[src/rtl/bnc_pkg.sv]
`timescale 1ns / 1ps
// ----------------------------------------------------------------------------
// bnc_pkg
// Shared types and constants of the brace nesting checker: limits, request and
// state structs, lexer mode codes, status codes and character codes.
// ----------------------------------------------------------------------------
package bnc_pkg;

  // Limits
  localparam int MAX_DEPTH  = 127;
  localparam int COUNT_BITS = 16;
  localparam int DEPTH_BITS = 8;

  // Characters the lexer reacts to
  localparam logic [7:0] CH_SQUOTE = 8'h27;
  localparam logic [7:0] CH_DQUOTE = 8'h22;
  localparam logic [7:0] CH_BSLASH = 8'h5c;
  localparam logic [7:0] CH_STAR   = 8'h2a;
  localparam logic [7:0] CH_SLASH  = 8'h2f;
  localparam logic [7:0] CH_OPEN   = 8'h7b;
  localparam logic [7:0] CH_CLOSE  = 8'h7d;

  // Status codes reported with the last byte
  typedef enum logic [1:0] {
    STATUS_BALANCED   = 2'd0,
    STATUS_UNBALANCED = 2'd1,
    STATUS_PREMATURE  = 2'd2
  } status_t;

  // Lexer modes
  typedef enum logic [2:0] {
    MODE_NORMAL  = 3'd0,
    MODE_ESCAPE  = 3'd1,
    MODE_SQUOTE  = 3'd2,
    MODE_DQUOTE  = 3'd3,
    MODE_SLASH   = 3'd4,
    MODE_COMMENT = 3'd5,
    MODE_STAR    = 3'd6
  } lex_mode_t;

  // One source byte
  typedef struct packed {
    logic [7:0] ch;
    logic       last;
  } byte_req_t;

  // One result
  typedef struct packed {
    logic signed [DEPTH_BITS-1:0] depth;
    logic                         routine_closed;
    logic [COUNT_BITS-1:0]        routine_count;
    logic                         finished;
    logic [1:0]                   status;
  } result_req_t;

  // Running checker state
  typedef struct packed {
    lex_mode_t                    mode;
    logic signed [DEPTH_BITS-1:0] level;
    logic [COUNT_BITS-1:0]        count;
  } scan_state_t;

endpackage

[src/rtl/bnc_step.sv]
`timescale 1ns / 1ps
// ----------------------------------------------------------------------------
// bnc_step
// Lexer and nesting step: given the current state and one byte, produces the
// next state and the result fields for that byte.
// ----------------------------------------------------------------------------
module bnc_step (
  input  bnc_pkg::scan_state_t state,
  input  bnc_pkg::byte_req_t   req,
  output bnc_pkg::scan_state_t state_next,
  output bnc_pkg::result_req_t result
);
  import bnc_pkg::*;

  localparam logic signed [DEPTH_BITS-1:0] LEVEL_TOP = DEPTH_BITS'(MAX_DEPTH);
  localparam logic signed [DEPTH_BITS-1:0] LEVEL_BOT = DEPTH_BITS'(-MAX_DEPTH);

  lex_mode_t                    mode_next;
  logic signed [DEPTH_BITS-1:0] level_next;
  logic [COUNT_BITS-1:0]        count_next;
  logic                         closed;
  status_t                      status;

  // Mode transitions and brace counting
  always_comb begin
    mode_next  = state.mode;
    level_next = state.level;
    count_next = state.count;
    closed     = 1'b0;
    unique case (state.mode)
      MODE_NORMAL: begin
        if (req.ch == CH_BSLASH) begin
          mode_next = MODE_ESCAPE;
        end else if (req.ch == CH_SQUOTE) begin
          mode_next = MODE_SQUOTE;
        end else if (req.ch == CH_DQUOTE) begin
          mode_next = MODE_DQUOTE;
        end else if (req.ch == CH_SLASH) begin
          mode_next = MODE_SLASH;
        end else if (req.ch == CH_OPEN) begin
          if (state.level < LEVEL_TOP) begin
            level_next = state.level + DEPTH_BITS'(1);
          end
        end else if (req.ch == CH_CLOSE) begin
          if (state.level > LEVEL_BOT) begin
            level_next = state.level - DEPTH_BITS'(1);
            // Dropping from one to zero closes a routine
            if (state.level == DEPTH_BITS'(1)) begin
              closed = 1'b1;
              if (!(&state.count)) begin
                count_next = state.count + COUNT_BITS'(1);
              end
            end
          end
        end
      end
      MODE_ESCAPE: mode_next = MODE_NORMAL;
      MODE_SQUOTE: begin
        if (req.ch == CH_SQUOTE) begin
          mode_next = MODE_NORMAL;
        end
      end
      MODE_DQUOTE: begin
        if (req.ch == CH_DQUOTE) begin
          mode_next = MODE_NORMAL;
        end
      end
      MODE_SLASH: mode_next = (req.ch == CH_STAR) ? MODE_COMMENT : MODE_NORMAL;
      MODE_COMMENT: begin
        if (req.ch == CH_STAR) begin
          mode_next = MODE_STAR;
        end
      end
      MODE_STAR: mode_next = (req.ch == CH_SLASH) ? MODE_NORMAL : MODE_COMMENT;
      default: mode_next = MODE_NORMAL;
    endcase
  end

  // End of file status
  always_comb begin
    status = STATUS_BALANCED;
    if (req.last) begin
      if (mode_next != MODE_NORMAL) begin
        status = STATUS_PREMATURE;
      end else if (level_next != '0) begin
        status = STATUS_UNBALANCED;
      end
    end
  end

  // Result fields; state starts over after the last byte
  always_comb begin
    result.depth          = level_next;
    result.routine_closed = closed;
    result.routine_count  = count_next;
    result.finished       = req.last;
    result.status         = status;
    if (req.last) begin
      state_next.mode  = MODE_NORMAL;
      state_next.level = '0;
      state_next.count = '0;
    end else begin
      state_next.mode  = mode_next;
      state_next.level = level_next;
      state_next.count = count_next;
    end
  end

endmodule

[config.mk]
export PLATFORM = sky130hd
export DESIGN_NAME = bnc_step
export DESIGN_NICKNAME = d
export VERILOG_FILES = /design/src/rtl/bnc_pkg.sv /design/src/rtl/bnc_step.sv
export SDC_FILE = /design/constraint.sdc
export NUM_CORES = 1
export LEC_CHECK = 0
export ABC_AREA = 1
export BUFFER_PORTS_ARGS = -buffer_cell sky130_fd_sc_hd__buf_2
export CORE_MARGIN = 4
export CORE_UTILIZATION = 30
export DETAILED_ROUTE_END_ITERATION = 7
export GPL_TIMING_DRIVEN = 0
export PLACE_DENSITY_LB_ADDON = 0.3
export SYNTH_ARGS = -nofsm -noshare
export SYNTH_HDL_FRONTEND = slang
export SYNTH_SLANG_ARGS = --single-unit
[constraint.sdc]
create_clock -name vclk -period 2.8
set_input_delay 0.7 -clock vclk [all_inputs]
set_output_delay 0.7 -clock vclk [all_outputs]
set_load 0.05 [all_outputs]
=== Yosys cells after proc, flatten, opt, wreduce, memory -nomap -nowiden ===
Cells that the tools add are included.

* Flip-flop bits (word level): 0
* Input port bits: 36
* Output and inout bits: 55
* Logic and storage cells: 64

* Muxes and demuxes: 42
* Equal/unequal tests: 13
* Reductions and logical operators: 4
* $add $sub $neg: 3
* Magnitude comparators: 2

{| class="wikitable"
|+ Operators with widths
! kind !! count
|-
| $mux W16 || 10
|-
| $mux W8 || 9
|-
| $eq A8 B6 Y1 const B || 4
|-
| $mux W27 || 1
|-
| $mux W3 || 9
|-
| $eq A8 B7 Y1 const B || 3
|-
| $pmux W3 S6 || 1
|-
| $add A16 B1 Y16 const B || 1
|-
| $reduce_and A16 Y1 || 1
|-
| $mux W1 || 10
|-
| $eq A3 B3 Y1 const B || 3
|-
| $add A8 B2 Y8 const B || 1
|-
| $eq A8 B2 Y1 const B || 1
|-
| $gt A8 B8 Y1 const B || 1
|-
| $lt A8 B8 Y1 const B || 1
|-
| $reduce_bool A8 Y1 || 1
|-
| $sub A8 B2 Y8 const B || 1
|-
| $eq A3 B2 Y1 const B || 2
|-
| $mux W2 || 2
|-
| $logic_not A3 Y1 || 1
|-
| $reduce_bool A3 Y1 || 1
|}

=== Longest topological paths before layout ===
* Word-level depth: 13
* Depth in mapped cells: 14
* Mapped depth without buffers: 13

=== Least setup slack after synthesis ===
OpenSTA, ideal clock, no wires.

* Path type: input -> output
* From: input port state[17] in the netlist's numbering
* To: output port state_next[0] in the netlist's numbering
* Path buffers: 0
* Arrival: 3,161 ps
* Stages on the path: 11
* Setup slack: -1,061 ps
* Required time: 2,100 ps
* Cell sequence: inv_1 -> ha_1 -> o21ai_2 -> inv_2 -> nand2_4 -> nand2_4 -> inv_2 -> nand4_1 -> xor2_1 -> inv_1 -> nor2_1

{| class="wikitable"
|+ RTL lines
! what !! line !! source
|-
| start: declaration || bnc_step.sv:8 || <nowiki>input bnc_pkg::scan_state_t state,</nowiki>
|-
| end: declaration || bnc_step.sv:10 || <nowiki>output bnc_pkg::scan_state_t state_next,</nowiki>
|}

==> flow_summary.json <==
{
  "violations": "negative setup slack",
  "gp_congestion": 0.903,
  "ios": 91,
  "maxCapViolations": 0,
  "power_switching_share": 0.618,
  "grt.overflow.total": 0,
  "worstPathMaxFanout": 5,
  "die-area_sq_um": 7950,
  "fillers": 482,
  "synth.cell_area_sq_um": 1980,
  "drive_above_1_share": 0.640,
  "internal_power_mw": 0.267,
  "sequentialPowerShare": 0,
  "drt_first_pass_iters": 4,
  "hpwl_microns": 5710,
  "vias": 3273,
  "hold_viol_final": 0,
  "die_w_microns": 89.2,
  "min_path_cells": 2,
  "routed_wl_microns": 9670,
  "drtIter0Drc": 114,
  "p_leak_nw": 2.29,
  "die-height_microns": 89.2,
  "nClkBuffers": 0,
  "avgRoutedWirePerCell_microns": 15.2,
  "antennaDiodeCount": 0,
  "status": "finished, violations left",
  "std_cell_rows": 29,
  "multi_input_area_sq_um": 2560,
  "ys_seq_area_frac": 0,
  "initial_core_util": 0.309,
  "io_buffers": 88,
  "p_per_area_nw_per_um2": 154,
  "finalCriticalPeriod_ns": 3.05,
  "flops_and_latches": 0,
  "crit_type": "primary input to output port",
  "hold_end": "result[2]",
  "vdd_ir_drop_max_mv": 0.110,
  "antenna_found_initial": 0,
  "hp-class": "primary input to output port",
  "placed_cells": 573,
  "seqCellArea_sq_um": 0,
  "post-route-util": 0.710,
  "postSynthNetCount": 448,
  "postSynthCellCount": 408,
  "crit_path_end_kind": "output port",
  "grt_start_max_net_pins": 11,
  "p_sw_mw": 0.432,
  "clkPwrFrac": 0,
  "synthDistinctLibCells": 34,
  "cp.arrival_ns": 2.35,
  "drv_slew": 0,
  "finalSetupViolCount": 49,
  "worst_slew_pin_slew_ns": 0.533,
  "power_mw": 0.699,
  "grt_first_pass_wirelength_microns": 13800,
  "stdcell_count": 638,
  "critPathLaunchType": "primary input",
  "crit_required_ns": 2.10,
  "yosysWarnings": 0,
  "max_slew_margin": 0.645,
  "post-route-period-util": 1.09,
  "core_sq_um": 6390,
  "nets": 603,
  "syn_to_final_growth_pct": 129,
  "holdCritStartpoint": "req[0]",
  "viasPerCell": 5.13,
  "drc": 0,
  "fmax_mhz": 328,
  "syn_area_per_cell_sq_um": 4.84,
  "grt_util_all_layers": 0.209,
  "drtAntennaViolNets": 0,
  "worst_slack_ns": -0.249,
  "grt_pass1_vias": 3159,
  "rsz0062_at_grt": "true",
  "pwr-share-comb": 1.000
}
## logic make-up (layout without fill, tap and decap cells)
kind of cell / Yosys count / after routing / synth area share
buf+inv: 81 / 234 / 0.164
mux: 1 / 1 / 0.00507
fa+ha+maj: 4 / 4 / 0.0253
simple gates: 284 / 284 / 0.686
xor+xnor: 10 / 10 / 0.0443
compound gates: 28 / 28 / 0.0754
## cells in the mapped netlist, types with 2 or more instances
cell type	instances	share of area
nand2_1	138	0.26
inv_1	63	0.12
nor2_1	59	0.11
nand3_1	35	0.089
a21oi_1	17	0.043
nand4_1	11	0.035
inv_2	9	0.017
xor2_1	9	0.040
nand2_2	8	0.025
o21ai_0	8	0.020
nor3_1	7	0.018
nor2_4	6	0.034
ha_1	4	0.025
nand2_4	4	0.023
buf_4	3	0.011
nor2_2	3	0.0095
nor2_8	3	0.030
clkbuf_1	2	0.0038
nand4_2	2	0.013
o211ai_1	2	0.0076
or2_1	2	0.0063
## metrics by stage
| step | hold WS, ns | area, sq um | TNS (ns) | setup WS (ns) |
|---|---|---|---|---|
| 2_1_floorplan | 1.52 | 2250 | -2.36 | -0.371 |
| 3_3_place_gp | 1.70 | 2780 | -16.03 | -0.575 |
| 3_5_place_dp | 1.70 | 2780 | -16.77 | -0.625 |
| 4_1_cts | 1.70 | 3860 | -3.12 | -0.221 |
| 5_1_grt | 1.71 | 4530 | -9.70 | -0.315 |
| 6_report | 1.70 | 4530 | -6.07 | -0.249 |
## worst max-delay path by stage
stage                    from             end  slack [ns]  depth (start not counted)
CTS                 state[17]  state_next[11]       -0.22                         15
global route           req[6]       result[0]       -0.31                         15
floorplan           state[17]   state_next[0]       -0.37                         11
detailed placement  state[17]   state_next[8]       -0.62                         10
global placement    state[16]       result[4]       -0.57                         12
finish              state[17]  state_next[14]       -0.25                         14
## metal layers
layer / global-route usage / share of wire / vias to the layer above
met5: 0 / 0 / -
met4: 0.0501 / 0.018 / 0
met3: 0.0147 / 0.049 / 19
met2: 0.420 / 0.56 / 122
met1: 0.233 / 0.38 / 1549
li1: - / - / 1583
## timing repair
item,CTS,global route
pin swaps,60,76
endpoints found under the setup margin,54,53
cloned,1,0
gates resized for setup,224,141
setup buffers,40,28
hold buffers,0,0
hold endpoints to repair,0,0
## area by class of cell
class,count,share of cell area
Timing Repair Buffer,153,0.331
Inverter,73,0.0707
Tap cell,77,0.0213
Buffer,8,0.0127
Multi-Input combinational cell,327,0.564
## cell usage in the layout, fill, tap and decap left out, types with 4 or more instances in the layout
cell type and instances:
nand2_1 85, buf_4 59, buf_6 56, inv_1 43
nand2_2 38, nand2_4 26, nor2_4 25, nor2_1 24
buf_8 23, nand3_1 20, nor2_2 19, inv_2 18
buf_2 16, nand4_1 11, nand3_2 10, a21oi_2 9
inv_4 7, a21oi_4 7, nand3_4 5, o21ai_0 5
xor2_1 4, ha_4 4, clkbuf_4 4
## worst max-delay path, stage by stage
cell     delay [ns]
buf_8          0.11
inv_8          0.06
ha_4           0.15
buf_6          0.10
nand2_4        0.06
nor2_8         0.18
nand2_4        0.10
nor3_2         0.12
nand3_1        0.11
xor2_1         0.15
or2_4          0.25
nand2_2        0.07
inv_2          0.04
buf_6          0.14
## power by group through the flow
stage / clock [mW] / combinational [mW] / sequential (mW)
after CTS: 0 / 0.588 / 0
final: 0 / 0.699 / 0
after detailed placement: 0 / 0.463 / 0
after floorplan: 0 / 0.346 / 0
after global routing: 0 / 0.735 / 0
after global placement: 0 / 0.460 / 0
(Power assumes the default switching activity.)
